===== config.mk =====
export PLATFORM = sky130hd
export DESIGN_NAME = fixed_block_allocator_unit
export DESIGN_NICKNAME = d
export VERILOG_FILES = /design/src/hdl/fba_pkg.sv /design/src/hdl/fba_flag_ram.sv /design/src/hdl/fba_walker.sv /design/src/hdl/fixed_block_allocator_unit.sv
export SDC_FILE = /design/constraint.sdc
export NUM_CORES = 1
export LEC_CHECK = 0
export ABC_AREA = 1
export BUFFER_PORTS_ARGS = -buffer_cell sky130_fd_sc_hd__buf_2
export CORE_MARGIN = 5
export CORE_UTILIZATION = 50
export CTS_CLUSTER_SIZE = 24
export DETAILED_ROUTE_END_ITERATION = 16
export MAX_ROUTING_LAYER = met4
export PLACE_DENSITY = 0.69
export REMOVE_ABC_BUFFERS = 1
export SYNTH_ARGS = -nofsm -noshare
export SYNTH_HDL_FRONTEND = slang
export SYNTH_HIERARCHICAL = 1
export SYNTH_SLANG_ARGS = --single-unit

===== constraint.sdc =====
create_clock -name aclk -period 7.25 [get_ports aclk]
set_input_delay 0.725 -clock aclk [delete_from_list [all_inputs] [get_ports aclk]]
set_output_delay 0.725 -clock aclk [all_outputs]
set_load 0.03 [all_outputs]

===== src/hdl/fba_pkg.sv =====
// ----------------------------------------------------------------------------
// Fixed block allocator package
// Field widths, opcode and status codes, and the result bundle.
// ----------------------------------------------------------------------------
package fba_pkg;

    localparam int ADDR_W   = 48;
    localparam int SIZE_W   = 32;
    localparam int STATUS_W = 2;
    localparam int CFG_IDX_W = 2;

    // Opcodes
    localparam logic OP_ALLOC = 1'b0;
    localparam logic OP_FREE  = 1'b1;

    // Result status codes
    localparam logic [STATUS_W-1:0] ST_OK       = 2'd0;
    localparam logic [STATUS_W-1:0] ST_NO_BLOCK = 2'd1;
    localparam logic [STATUS_W-1:0] ST_NO_MATCH = 2'd2;

    // Configuration register indexes
    localparam logic [CFG_IDX_W-1:0] CFG_FIRST_ADDRESS = 2'd0;
    localparam logic [CFG_IDX_W-1:0] CFG_BLOCK_BYTES   = 2'd1;

    // Reset values of the configuration registers
    localparam logic [ADDR_W-1:0] FIRST_ADDRESS_RST = 48'd0;
    localparam logic [SIZE_W-1:0] BLOCK_BYTES_RST   = 32'd4096;

    // Finished request handed from the walker to the output stage
    typedef struct packed {
        logic                valid;
        logic [STATUS_W-1:0] status;
        logic [ADDR_W-1:0]   block_address;
    } fba_result_t;

endpackage


===== src/hdl/fba_flag_ram.sv =====
// ----------------------------------------------------------------------------
// Used-flag memory
// One bit per block, one write port, one read port with registered data.
// ----------------------------------------------------------------------------
module fba_flag_ram #(
    parameter int BLOCK_COUNT = 64,
    parameter int IDX_W       = 6
) (
    input  logic             aclk,
    input  logic             wr_en,
    input  logic [IDX_W-1:0] wr_addr,
    input  logic             wr_data,
    input  logic [IDX_W-1:0] rd_addr,
    output logic             rd_data
);

    logic mem [BLOCK_COUNT];

    // Write port
    always_ff @(posedge aclk) begin
        if (wr_en) begin
            mem[wr_addr] <= wr_data;
        end
    end

    // Read port with registered data
    always_ff @(posedge aclk) begin
        rd_data <= mem[rd_addr];
    end

endmodule


===== src/hdl/fba_walker.sv =====
// ----------------------------------------------------------------------------
// Block walker
// Clears the flag memory after reset, then serves one request at a time by
// stepping through blocks 1..BLOCK_COUNT-1, one flag read per cycle.
// ----------------------------------------------------------------------------
module fba_walker
    import fba_pkg::*;
#(
    parameter int BLOCK_COUNT = 64,
    parameter int IDX_W       = 6
) (
    input  logic              aclk,
    input  logic              aresetn,
    // request side
    input  logic              in_valid,
    output logic              in_ready,
    input  logic              in_op,
    input  logic [SIZE_W-1:0] in_req,
    input  logic [ADDR_W-1:0] in_addr,
    // configuration
    input  logic [ADDR_W-1:0] first_address,
    input  logic [SIZE_W-1:0] block_bytes,
    // result side
    input  logic              out_free,
    output fba_result_t       res,
    // flag memory
    output logic              ram_wr_en,
    output logic [IDX_W-1:0]  ram_wr_addr,
    output logic              ram_wr_data,
    output logic [IDX_W-1:0]  ram_rd_addr,
    input  logic              ram_rd_data
);

    localparam logic [1:0] S_CLEAR = 2'd0;
    localparam logic [1:0] S_IDLE  = 2'd1;
    localparam logic [1:0] S_WALK  = 2'd2;
    localparam logic [1:0] S_DONE  = 2'd3;

    localparam logic [IDX_W-1:0] IDX_FIRST = IDX_W'(1);
    localparam logic [IDX_W-1:0] IDX_LAST  = IDX_W'(BLOCK_COUNT - 1);

    logic [1:0]          state_reg, state_next;
    logic [IDX_W-1:0]    idx_reg, idx_next;
    logic [ADDR_W-1:0]   base_reg, base_next;
    logic                op_reg;
    logic                fit_reg;
    logic [ADDR_W-1:0]   addr_reg;
    logic [STATUS_W-1:0] status_reg, status_next;
    logic [ADDR_W-1:0]   res_addr_reg, res_addr_next;
    logic                hit;
    logic                accept;

    assign accept = in_valid && in_ready;

    // Match test for the entry whose flag arrives this cycle
    assign hit = (op_reg == OP_FREE) ? (base_reg == addr_reg) : (fit_reg && !ram_rd_data);

    // Sequencer
    always_comb begin
        state_next    = state_reg;
        idx_next      = idx_reg;
        base_next     = base_reg;
        status_next   = status_reg;
        res_addr_next = res_addr_reg;
        in_ready      = 1'b0;
        ram_wr_en     = 1'b0;
        ram_wr_addr   = idx_reg;
        ram_wr_data   = 1'b0;
        ram_rd_addr   = idx_reg + IDX_FIRST;
        res           = '0;
        case (state_reg)
            S_CLEAR: begin
                ram_wr_en = 1'b1;
                idx_next  = idx_reg + IDX_FIRST;
                if (idx_reg == IDX_LAST) begin
                    state_next = S_IDLE;
                end
            end
            S_IDLE: begin
                in_ready    = 1'b1;
                ram_rd_addr = IDX_FIRST;
                if (in_valid) begin
                    idx_next   = IDX_FIRST;
                    base_next  = first_address + {{(ADDR_W-SIZE_W){1'b0}}, block_bytes};
                    state_next = S_WALK;
                end
            end
            S_WALK: begin
                if (hit) begin
                    ram_wr_en     = 1'b1;
                    ram_wr_data   = (op_reg == OP_ALLOC);
                    status_next   = ST_OK;
                    res_addr_next = (op_reg == OP_ALLOC) ? base_reg : '0;
                    state_next    = S_DONE;
                end else if (idx_reg == IDX_LAST) begin
                    status_next   = (op_reg == OP_ALLOC) ? ST_NO_BLOCK : ST_NO_MATCH;
                    res_addr_next = '0;
                    state_next    = S_DONE;
                end else begin
                    idx_next  = idx_reg + IDX_FIRST;
                    base_next = base_reg + {{(ADDR_W-SIZE_W){1'b0}}, block_bytes};
                end
            end
            S_DONE: begin
                if (out_free) begin
                    res.valid         = 1'b1;
                    res.status        = status_reg;
                    res.block_address = res_addr_reg;
                    state_next        = S_IDLE;
                end
            end
            default: begin
                state_next = S_CLEAR;
            end
        endcase
    end

    // Control state
    always_ff @(posedge aclk) begin
        if (!aresetn) begin
            state_reg <= S_CLEAR;
            idx_reg   <= '0;
        end else begin
            state_reg <= state_next;
            idx_reg   <= idx_next;
        end
    end

    // Request and result payload
    always_ff @(posedge aclk) begin
        base_reg     <= base_next;
        status_reg   <= status_next;
        res_addr_reg <= res_addr_next;
        if (accept) begin
            op_reg   <= in_op;
            fit_reg  <= (block_bytes >= in_req);
            addr_reg <= in_addr;
        end
    end

endmodule


===== src/hdl/fixed_block_allocator_unit.sv =====
// Operation: a request is taken, the walker steps through blocks 1..BLOCK_COUNT-1
// until it settles at a block, then waits until the output register is free.
// One request is in progress at a time; no new request is taken during the walk.
// The next request is taken as soon as the result is in the output register.
// Reset: synchronous, active low; afterwards a clearing pass over all BLOCK_COUNT blocks
// zeroes the flag memory while s_tready stays low. Config writes are taken outside reset.
// ----------------------------------------------------------------------------
// Fixed block allocator unit
// First-fit allocator over a pool of equal-sized blocks, with stream ports
// for requests and results and a plain write port for configuration.
// ----------------------------------------------------------------------------
module fixed_block_allocator_unit
    import fba_pkg::*;
#(
    parameter int BLOCK_COUNT = 64
) (
    input  logic                 aclk,
    input  logic                 aresetn,
    // configuration write port
    input  logic                 cfg_we,
    input  logic [CFG_IDX_W-1:0] cfg_addr,
    input  logic [ADDR_W-1:0]    cfg_wdata,
    // request stream
    input  logic                 s_tvalid,
    output logic                 s_tready,
    input  logic [79:0]          s_tdata,   // [31:0] request_size, [79:32] address
    input  logic                 s_tuser,   // [0] opcode
    // result stream
    output logic                 m_tvalid,
    input  logic                 m_tready,
    output logic [ADDR_W-1:0]    m_tdata,   // [47:0] block_address
    output logic [STATUS_W-1:0]  m_tuser    // [1:0] status
);

    localparam int IDX_W = $clog2(BLOCK_COUNT);

    logic [ADDR_W-1:0]   first_address_reg;
    logic [SIZE_W-1:0]   block_bytes_reg;
    logic                m_tvalid_reg;
    logic [STATUS_W-1:0] m_status_reg;
    logic [ADDR_W-1:0]   m_addr_reg;
    logic                out_free;
    fba_result_t         res;
    logic                ram_wr_en;
    logic [IDX_W-1:0]    ram_wr_addr;
    logic                ram_wr_data;
    logic [IDX_W-1:0]    ram_rd_addr;
    logic                ram_rd_data;

    // Configuration registers
    always_ff @(posedge aclk) begin
        if (!aresetn) begin
            first_address_reg <= FIRST_ADDRESS_RST;
            block_bytes_reg   <= BLOCK_BYTES_RST;
        end else if (cfg_we) begin
            case (cfg_addr)
                CFG_FIRST_ADDRESS: first_address_reg <= cfg_wdata;
                CFG_BLOCK_BYTES:   block_bytes_reg   <= cfg_wdata[SIZE_W-1:0];
                default: begin
                end
            endcase
        end
    end

    // Output register: free when empty or being taken
    assign out_free = !m_tvalid_reg || m_tready;

    always_ff @(posedge aclk) begin
        if (!aresetn) begin
            m_tvalid_reg <= 1'b0;
        end else if (res.valid) begin
            m_tvalid_reg <= 1'b1;
        end else if (m_tready) begin
            m_tvalid_reg <= 1'b0;
        end
    end

    always_ff @(posedge aclk) begin
        if (res.valid) begin
            m_status_reg <= res.status;
            m_addr_reg   <= res.block_address;
        end
    end

    assign m_tvalid = m_tvalid_reg;
    assign m_tuser  = m_status_reg;
    assign m_tdata  = m_addr_reg;

    fba_walker #(
        .BLOCK_COUNT (BLOCK_COUNT),
        .IDX_W       (IDX_W)
    ) u_walker (
        .aclk          (aclk),
        .aresetn       (aresetn),
        .in_valid      (s_tvalid),
        .in_ready      (s_tready),
        .in_op         (s_tuser),
        .in_req        (s_tdata[SIZE_W-1:0]),
        .in_addr       (s_tdata[SIZE_W+ADDR_W-1:SIZE_W]),
        .first_address (first_address_reg),
        .block_bytes   (block_bytes_reg),
        .out_free      (out_free),
        .res           (res),
        .ram_wr_en     (ram_wr_en),
        .ram_wr_addr   (ram_wr_addr),
        .ram_wr_data   (ram_wr_data),
        .ram_rd_addr   (ram_rd_addr),
        .ram_rd_data   (ram_rd_data)
    );

    fba_flag_ram #(
        .BLOCK_COUNT (BLOCK_COUNT),
        .IDX_W       (IDX_W)
    ) u_flag_ram (
        .aclk    (aclk),
        .wr_en   (ram_wr_en),
        .wr_addr (ram_wr_addr),
        .wr_data (ram_wr_data),
        .rd_addr (ram_rd_addr),
        .rd_data (ram_rd_data)
    );

endmodule


### After elaboration in Yosys (flattened, before gate mapping)

Memory sizes are Yosys's and may differ from the RTL's. A register that Yosys moved wholly into a read port is not among the register bits.
Index checks and enable logic that the tools add are counted.

| word-level totals | value |
|---|---|
| input port bits | 136 |
| bits in writable memories | 64 |
| register bits | 287 |
| memories kept | 1 |
| word-level logic and storage cells | 81 |
| output and inout port bits | 52 |

| cells by class | value |
|---|---|
| bitwise logic cells | 1 |
| multiplexer cells | 32 |
| reduce and logical (&&, ||, !) cells | 18 |
| add/sub/neg operators | 3 |
| magnitude comparators | 1 |
| equality and inequality tests | 12 |

Memory list:

| name | depth | width | read ports | clocked after Yosys merged registers in | wr ports | line | RTL |
|---|---|---|---|---|---|---|---|
| u_flag_ram.mem | 64 | 1 | 1 | 1 | 1 | fba_flag_ram.sv:17 | `logic mem [BLOCK_COUNT];` |

Operator list:

| kind | number |
|---|---|
| $mux 48 | 6 |
| $mux 51 | 2 |
| $add 48x32->48 | 2 |
| $pmux 48 s2 | 1 |
| $eq 48x48->1 | 1 |
| $ge 32x32->1 | 1 |
| $mux 6 | 4 |
| $pmux 6 s3 | 1 |
| $mux 2 | 7 |
| $reduce_and 4->1 | 3 |
| $mux 1 | 9 |
| $ne 2x2->1 const B | 4 |
| $pmux 2 s4 | 1 |
| $reduce_and 2->1 | 4 |
| $add 6x1->6 const B | 1 |
| $eq 6x6->1 const B | 1 |
| $reduce_bool 2->1 | 3 |
| $eq 2x1->1 const B | 2 |
| $eq 2x2->1 const B | 2 |
| $logic_not 2->1 | 2 |
| $ne 3x1->1 const B | 1 |
| $reduce_bool 3->1 | 1 |
| $logic_and 1x1->1 | 2 |
| $logic_not 1->1 | 2 |
| 4 further kinds | 4 |

### Logic depth before layout (Yosys ltp)

Gate-level depths: netlist of run 1.

| depth | value |
|---|---|
| depth after elaboration | 7 |
| depth in mapped cells | 24 |
| depth with buffers taken out | 21 |

### Modules after synthesis

Netlist of run 1, hierarchy kept.

Modules (own cells, without submodules):

| module | area an instance (µm²) | cells each | sequential area each (µm²) | instances |
|---|---|---|---|---|
| fba_walker | 10343.7 | 1298 | 4604.4 | 1 |
| fixed_block_allocator_unit | 4959.8 | 572 | 3123.0 | 1 |
| fba_flag_ram | 3045.4 | 314 | 1941.9 | 1 |

### Worst setup path before layout of run 1

No wires, ideal clock.

| timing path | value |
|---|---|
| path type | register -> register |
| start point | register u_walker.base_reg[37] |
| end point | register u_walker.base_reg[0] (enable) |
| setup time | 0.513 ns |
| buffers on the path | 0 |
| period minus slack after synthesis | 6.161 ns |
| required time | 6.737 ns |
| arrival | 5.648 ns |
| cell stages (with the launch flop) | 14 |
| path slack | 1.089 ns |
| cells stage by stage | edfxtp_1 > inv_1 > nand2_1 > nand2_1 > inv_1 > nand2_1 > nor2_1 > nand2_1 > nor2_1 > nand3_1 > nand2_1 > nand3_1 > nand2_1 > nor3_1 |

| between the ends | value |
|---|---|
| cells in the longest elaborated chain, start to end | 4 |

Ends and longest elaborated chain:

| what | line | RTL |
|---|---|---|
| from (decl) | fba_walker.sv:44 | `logic [ADDR_W-1:0] base_reg, base_next;` |
| from (signal assigned) | fba_walker.sv:131 | `base_reg <= base_next;` |
| $eq 48x48->1 | fba_walker.sv:56 | `assign hit = (op_reg == OP_FREE) ? (base_reg == addr_reg) : (fit_reg && !ram_rd_data);` |
| $mux 1 | fba_walker.sv:56 |  |
| $ne 2x2->1 (no line) | n/a |  |
| $reduce_and 4->1 (no line) | n/a |  |

No other way between the ends.
A chain may end at the register's enable or synchronous reset.

### Worst setup path after layout of run 1

| timing path | value |
|---|---|
| start point | register u_walker.state_reg[0] |
| end point | register u_walker.base_reg[36] (data pin) |

| between the ends | value |
|---|---|
| cells in the longest elaborated chain, start to end | 2 |
| elaborated cells on any way between the ends | 3 |
| classes of those cells | eq/ne: 2; mux: 1 |

Ends and longest elaborated chain:

| what | line | RTL |
|---|---|---|
| from (decl) | fba_walker.sv:42 | `logic [1:0] state_reg, state_next;` |
| from (signal assigned) | fba_walker.sv:124 | `state_reg <= state_next;` |
| $eq 2x2->1 / $eq 2x1->1 (equally long branches) | fba_walker.sv:71 | `case (state_reg)` |
| $pmux 48 s2 * | fba_walker.sv:71 |  |
| via u_walker.base_next[36] | fba_walker.sv:44 |  |

The timed path passes the listed nets; every way through them passes the cells marked *.

==> run summary, run 1 <==
Clock-pin slew on the worst setup and hold paths: 60 ps
Initial antenna violation count: 0
GR Util met3: 3.59%
Tightest Hold Check Type: in -> reg
Syn Std Cell Area: 18300 sq um
Root Buffer: clkbuf_16
Crit-path max FO: 53
Status: complete, no violations
Required time of the critical path: 7540 ps
H-tree depth: 2
Worst path cell trace: inv_1 -> ha_1 -> inv_2 -> nand2_1 -> o21ai_0 -> ha_1 -> inv_1 -> fa_1 -> inv_1 -> nand3_1 -> nand2_1 -> a21boi_0 -> o21ai_0 -> nand2_1 -> nand2_1 -> nand2_1 -> nand2_1 -> nand3_1 -> nand3_1 -> nand2_1
FF-to-FF Start: u_walker/state_reg[0]$_SDFFE_PN0P_
Placed Instance Area: 19600 sq um
Static Leak: 9.48 nW
Crit-path most repeated cell: nand2_1
Routed vias: 14900
Max reg flops: 64
Largest Register: u_flag_ram/mem
Startpoint of the worst hold path: s_tdata[60]
CTS tree: built
# hold bufs at CTS: 0
Overall track demand over capacity in global routing: 24.9%
Syn avg cell area: 8.40 sq um
Die extent in x: 202 um
Post-route DRC: 0
Starting Density: 50.4%
Final WL: 50.6 mm
Die area: 40600 sq um
Die Y: 202 um
DR vias/cell: 5.20
Clock Latency Late Sink: 530 ps
GR Overflow Total: 0
I/O Buffers: 187
YS warnings: 6
Delay-heaviest family, CP: simple AND/OR/NAND/NOR gates
Sequential share of the synthesized area: 52.7%
CP bufs+invs: 4
Period utilization: 61.5%
Post-DR wirelength/cell: 17.7 um
Core ar.: 36400 sq um
Bufs on Longest Clock Path: 3
CTS resizes: 0
CP max stage delay: 660 ps
# diodes: 0
Synth Instances: 2184
Max Cap Viol: 0
Hpwl dp: 37.1 mm
Worst path slowest cell: inv_2
CTS buffer count: 40
Worst Tran Pin Value: 1140 ps
Critical path launch point type: register
RePlAce Congestion: 0.970
Power density over the cells: 317 nW/um^2
Synth unique cells: 43
Routing usage on met1: 34.1%
First-pass GRT wire length: 78.1 mm
Largest area contributor in the netlist: edfxtp_1
Primary FF master, synth: edfxtp_1
Register-to-register setup slack: 2790 ps
Worst endpoint data arrival time: 4750 ps
Kind of critical path: reg -> reg
Max-slew violations: 0
RSZ-0062 raised after global routing: no
Clock Sinks: 352
Rel. slew slack: 23.9%
Reg-to-Reg End: u_walker/base_reg[36]$_DFFE_PP_
Clock skew: 14.7 ps
P&R area growth vs syn: 13.9%
Net count, final: 2563
Most area-consuming cells after synthesis: edfxtp_1, dfxtp_1, nand2_1
WHS Path Cells: 1
DP Worst Slack: 2810 ps
Row cnt: 70
I/O pin count: 188
Post-synth EDFFs: 262
Min Hold Slack: 370 ps
Layout cells sized above 1: 11.8%
DRT antenna net count: 0
Post-CTS Setup Repair Bufs: 0
Share of the synthesized area in the top cell type: 42.9%
Vias in the first global route: 14300
GRT met2 Usage: 38.7%
Synth Register Bits: 352
Fin Setup TNS: 0 ps
Final min period: 4460 ps
Global route hottest layer: met2
Final Cell Area: 20900 sq um
Worst Reg-to-Reg Cells: 20
Peak VDD IR: 0.181 mV
Final worst slack: 2790 ps
Worst Hold End: u_walker/addr_reg[28]$_DFFE_PP_
Drt initial violations: 1159
Asr flop ratio synth: 0%
Fmax: 0.224 GHz
Final hold violations: 0
First-pass DRT Iterations: 7
Largest net degree at the start of global routing: 97
Worst Setup End Kind: register
Setup violators final: 0
==> report_power, final <==
part / internal (W) / total, W / switching [W]
registers: 0.00257 / 0.00280 / 0.000233
clock network: 0.00120 / 0.00200 / 0.000796
logic: 0.000529 / 0.00182 / 0.00129
total: 0.00430 / 0.00662 / 0.00232
==> final cells by class <==
type / count / area (sq um)
inverters: 347 / 1310
repair buffers: 200 / 1040
flip-flops and latches: 352 / 9670
clock inverters: 21 / 213
multi-input cells: 1415 / 7010
fillers: 3337 / 15500
clock buffers: 51 / 1080
well taps: 468 / 586
==> cell usage in the layout, fill, tap and decap left out, types with 3 or more instances in the layout <==
cell / synthesis / routed
nor3_1: 21 / 20
clkinv_2: 0 / 7
a211oi_1: 3 / 3
o21bai_1: 3 / 3
nand4_1: 19 / 19
o21a_1: 4 / 4
buf_2: 17 / 186
bufinv_16: 0 / 4
xor2_1: 33 / 33
dfxtp_1: 90 / 90
a21oi_1: 112 / 112
clkinv_1: 0 / 5
buf_4: 12 / 14
a21o_1: 5 / 5
ha_1: 70 / 70
clkbuf_1: 32 / 8
clkbuf_16: 0 / 41
inv_2: 2 / 4
nor2_2: 5 / 5
o21ai_0: 69 / 69
xnor2_1: 42 / 42
nor4_1: 7 / 7
o21ai_1: 11 / 11
a21boi_0: 3 / 3
edfxtp_1: 262 / 262
nand2_1: 477 / 475
nand3_1: 145 / 145
o21ai_2: 4 / 4
inv_1: 344 / 342
nor2_1: 366 / 365
==> worst max path at each step <==
stage | start | endpoint | cells after the start
2_1_floorplan | u_walker/base_reg[37]$_DFFE_PP_ | u_walker/base_reg[0]$_DFFE_PP_ | 13
3_3_place_gp | u_walker/state_reg[0]$_SDFFE_PN0P_ | u_walker/base_reg[40]$_DFFE_PP_ | 20
3_5_place_dp | u_walker/state_reg[0]$_SDFFE_PN0P_ | u_walker/base_reg[36]$_DFFE_PP_ | 20
4_1_cts | u_walker/state_reg[0]$_SDFFE_PN0P_ | u_walker/base_reg[36]$_DFFE_PP_ | 20
5_1_grt | u_walker/state_reg[0]$_SDFFE_PN0P_ | u_walker/base_reg[40]$_DFFE_PP_ | 20
6_report | u_walker/state_reg[0]$_SDFFE_PN0P_ | u_walker/base_reg[36]$_DFFE_PP_ | 20
==> per-stage QoR <==
stage          utilization, %  total power, W  std cells
6_report                 57.4         0.00662       2854
5_1_grt                  57.4         0.00696       2854
3_3_place_gp             53.8         0.00461       2782
4_1_cts                  57.4         0.00665       2854
2_1_floorplan               -         0.00395       2114
3_5_place_dp             53.8         0.00464       2782
==> worst register-to-register path, cell delays in order, from the launching register on <==
cell and delay [ps]:
dfxtp_1 400, inv_1 100, ha_1 400, inv_2 660, nand2_1 140, o21ai_0 130, ha_1 210, inv_1 60
fa_1 430, inv_1 180, nand3_1 100, nand2_1 110, a21boi_0 130, o21ai_0 460, nand2_1 90, nand2_1 200
nand2_1 80, nand2_1 100, nand3_1 100, nand3_1 90, nand2_1 60
==> layer usage <==
| metal | share of wire (%) | vias to the layer above |
|---|---|---|
| li1 | - | 7355 |
| met1 | 45 | 6942 |
| met2 | 46 | 459 |
| met3 | 6.2 | 99 |
| met4 | 3.1 | 0 |
| met5 | 0 | - |
==> synth_stat cells (2+ instances only) <==
master,count
nand3_1,145
xnor2_1,42
a211oi_1,3
nor3_1,21
buf_2,17
inv_2,2
buf_6,7
edfxtp_1,262
o211ai_1,2
a31oi_1,2
nor4_1,7
xor2_1,33
buf_1,2
a21o_1,5
dfxtp_1,90
a21boi_0,3
o21ai_0,69
o21a_1,4
nand4_1,19
o21bai_1,3
o21ai_1,11
clkbuf_1,32
nor2_2,5
o21ai_2,4
inv_1,344
buf_4,12
nor2_1,366
ha_1,70
a21oi_1,112
nand2_1,477
==> cell families after synthesis <==
group,share of synthesized area (%)
AND/OR/NAND/NOR,23.1
buffers and inverters,9.21
flip-flops,52.7
AO/OA/AOI/OAI,6.55
XOR/XNOR,3.58
adder cells (fa/ha/maj),4.88
Note: power is estimated with default switching activity, not from simulation.
==> run 2, diff against run 1 <==
--- a/config.mk
+++ b/config.mk
@@ -5,14 +5,14 @@
 export SDC_FILE = /design/constraint.sdc
 export NUM_CORES = 1
 export LEC_CHECK = 0
-export ABC_AREA = 1
+export ABC_AREA = 0
 export BUFFER_PORTS_ARGS = -buffer_cell sky130_fd_sc_hd__buf_2
 export CORE_MARGIN = 5
 export CORE_UTILIZATION = 50
 export CTS_CLUSTER_SIZE = 24
 export DETAILED_ROUTE_END_ITERATION = 16
 export MAX_ROUTING_LAYER = met4
-export PLACE_DENSITY = 0.69
+export PLACE_DENSITY = 0.7
 export REMOVE_ABC_BUFFERS = 1
 export SYNTH_ARGS = -nofsm -noshare
 export SYNTH_HDL_FRONTEND = slang
==> constraint.sdc (replaced) <==
create_clock -name aclk -period 4.5 [get_ports aclk]
set_input_delay 0.45 -clock aclk [delete_from_list [all_inputs] [get_ports aclk]]
set_output_delay 0.45 -clock aclk [all_outputs]
set_load 0.03 [all_outputs]
==> run 2 against run 1 <==
Compared with the run above:
- fmax rose by 5.4%
- wire length fell by 16%
- first-iteration DRC count fell by 26%
- via count fell by 23%
- power rose by 23%
- synthesized area fell by 6.4%
- final cell count fell by 27%
- synthesized cell count fell by 35%
- clock power rose by 52%
==> run summary, run 2 <==
Status: complete, no violations
Commonest cells post-synth: edfxtp_1, nand2_1, nor2_1, mux2i_1, dfxtp_1
H-tree depth: 2 (unchanged)
Setup violators final: 0 (unchanged)
Commonest non-fill, non-tap cell in the layout: edfxtp_1
Met3 routed WL: 2.27 mm (-27%)
Synth unique cells: 75 (+74%)
Bufs on Longest Clock Path: 3 (unchanged)
Max-slew violations: 0 (unchanged)
Synth Instances: 1426 (-35%)
P&R area growth vs syn: 15.2%
Static Leak: 8.03 nW (-15%)
Largest area contributor in the netlist: edfxtp_1
Asr flop ratio synth: 0% (unchanged)
Routed vias: 11500 (-23%)
Layout cells sized above 1: 20.1% (+8.4 points)
Most area-consuming cells after synthesis: edfxtp_1, dfxtp_1, mux2i_1
Clock-pin slew on the worst setup and hold paths: 60 ps (about the same)
Startpoint of the worst hold path: s_tdata[62]
CP bufs+invs: 2 (-2)
Die Y: 195 um (-3.1%)
Worst endpoint data arrival time: 4490 ps (-260 ps)
Clock Latency Late Sink: 530 ps (about the same)
Share of the synthesized area in the top cell type: 45.8% (+2.9 points)
I/O Buffers: 187 (unchanged)
Post-route DRC: 0 (unchanged)
Sequential share of the synthesized area: 56.3% (+3.6 points)
Largest Register: u_flag_ram/mem
Worst Tran Pin Value: 1180 ps (+39.4 ps)
Top sig layer: met4
FF-to-FF Start: u_walker/state_reg[0]$_SDFFE_PN0P_
Largest net degree at the start of global routing: 83 (-14%)
Max Cap Viol: 0 (unchanged)
Final WL: 42.5 mm (-16%)
Clock Sinks: 352 (unchanged)
# diodes: 0 (unchanged)
RePlAce Congestion: 0.902 (-7.0%)
Core ar.: 33700 sq um (-7.5%)
Power density over the cells: 410 nW/um^2 (+30%)
FF+latch area: 9670 sq um (unchanged)
Post-CTS Setup Repair Bufs: 0 (unchanged)
YS warnings: 6 (unchanged)
Die area: 38200 sq um (-6.1%)
Final min period: 4230 ps (-227 ps)
Rel. slew slack: 21.1% (-2.9 points)
Syn avg cell area: 12.0 sq um (+43%)
Required time of the critical path: 4760 ps (-2780 ps)
CTS buffer count: 38 (-5.0%)
I/O pin count: 188 (unchanged)
Vias in the first global route: 11500 (-19%)
Die extent in x: 195 um (-3.1%)
Count leader, synth: edfxtp_1
Period utilization: 94.1% (+33 points)
First-pass DRT Iterations: 5 (-2)
First-pass GRT wire length: 65.7 mm (-16%)
Kind of critical path: reg -> reg
Worst Setup End Kind: register
Starting Density: 51.0% (+0.60 points)
Overall track demand over capacity in global routing: 22.3% (-2.6 points)
Count of non-filler cells in the finished layout: 2087 (-27%)
CTS resizes: 0 (unchanged)
Delay-heaviest family, CP: compound AO/OA/AOI/OAI gates
Synth Register Bits: 352 (unchanged)
DR vias/cell: 5.49 (+5.4%)
Root Buffer: clkbuf_16
Drt initial violations: 854 (-26%)
Commonest non-fill, non-tap cells in the layout: edfxtp_1, buf_2, nand2_1
Clock skew: 18.4 ps (+3.67 ps)
CTS tree: built
Worst path slowest cell: ha_2
DRT antenna net count: 0 (unchanged)
Critical path launch point type: register
RSZ-0062 raised after global routing: no
Layout Utilization: 58.7% (+1.3 points)
Area of the multi-input gates: 7050 sq um (+0.54%)
Crit path from: u_walker/state_reg[0]$_SDFFE_PN0P_
Initial antenna violation count: 1 (+1)
Final hold violations: 0 (unchanged)
Placed Instance Area: 18600 sq um (-5.3%)
Worst path cell trace: inv_1 -> ha_2 -> mux2_2 -> ha_1 -> inv_1 -> fa_1 -> nor2b_1 -> o31a_1 -> o31ai_4 -> o21ai_0 -> a311oi_1 -> o21ai_0 -> nand4_1 -> a222oi_1
Fmax: 0.236 GHz (+5.4%)
Hpwl dp: 30.6 mm (-17%)
Post-DR wirelength/cell: 20.4 um (+15%)
Metal2 WL: 20.2 mm (-13%)
# hold bufs at CTS: 0 (unchanged)
Min Hold Slack: 99.3 ps (-271 ps)
Tightest Hold Check Type: in -> reg
Final Cell Area: 19800 sq um (-5.4%)
Syn Std Cell Area: 17200 sq um (-6.4%)
Primary FF master, synth: edfxtp_1
CP max stage delay: 720 ps (+60 ps)
Crit-path max FO: 25 (-53%)
Cell count after placement: 2017 (-27%)
Max reg flops: 64 (unchanged)
M1 wire length: 19.1 mm (-16%)
FILL cells: 2837 (-15%)
Net count, final: 1816 (-29%)
Row cnt: 67 (-4.3%)
Post-synth EDFFs: 262 (unchanged)
GR Overflow Total: 0 (unchanged)
Peak VDD IR: 0.243 mV (+34%)
run 2: cell types whose count changed in the layout (fill, tap and decap cells not counted), sizes merged, moves of 17 or more:
cell and change:
and3 +56, mux2 +33, mux2i +96, nor2b +17, nand3 -124, inv -293
mux4 +17, nand2 -316, a21oi -66, o21ai -65, and2 +54, xor2 +34
nor2 -264
run 2: layout make-up:
type                       instances  share of cell area (%)
clock buffer                      51                    5.32
timing repair buffer             208                    5.54
sequential                       352                    48.9
tap                              448                    2.83
clock inverter                    19                   0.822
inverter                          52                   0.987
multi-input combinational        957                    35.6
run 2: report_power, final:
| part | internal (W) | total, W | leakage, nW | switching (W) |
|---|---|---|---|---|
| Clock | 0.00177 | 0.00303 | 0.596 | 0.00126 |
| Combinational | 0.000486 | 0.00120 | 4.33 | 0.000716 |
| Sequential | 0.00371 | 0.00388 | 3.10 | 0.000177 |
run 2: metrics by stage:
| step | total power (W) | setup slack (ps) | TNS [ps] |
|---|---|---|---|
| after global routing | 0.00848 | 79.5 | 0 |
| after floorplan | 0.00468 | -2450 | -142090 |
| after CTS | 0.00818 | 295 | 0 |
| after global placement | 0.00513 | 438 | 0 |
| after detailed placement | 0.00516 | 313 | 0 |
| final | 0.00812 | 265 | 0 |
run 2: final timing paths:
check / end / slack (ps) / cells after the start
max: u_walker/base_reg[22]$_DFFE_PP_ / 270 / 14
min: u_walker/addr_reg[30]$_DFFE_PP_ / 100 / 1
max reg2reg: u_walker/base_reg[22]$_DFFE_PP_ / 270 / 14
min reg2reg: first_address_reg[10]$_SDFFE_PN0P_ / 450 / 2
run 2: worst reg2reg max path: cells and delay by family, from the launching register on:
kind	cells	cell delay, ps
compound gates	6	1630
simple gates	2	220
flops	1	360
mux	1	440
buf+inv	2	190
fa+ha+maj	3	1140
run 2: per-layer routing:
layer,global-route usage (%),up-vias
met4,5.56,0
met5,-,-
met1,30.8,5533
met2,35.5,348
met3,3.00,59
li1,-,5514
run 2: cells by family (layout without fill, tap and decap cells):
group	count (synthesis)	count (layout)	synth area share (%)
multiplexers	146	146	10.1
flip-flops	352	352	56.3
AO/OA/AOI/OAI	152	152	6.42
adder cells (fa/ha/maj)	71	71	5.22
buffers and inverters	117	330	2.83
XOR/XNOR	94	94	4.79
AND/OR/NAND/NOR	494	494	14.3
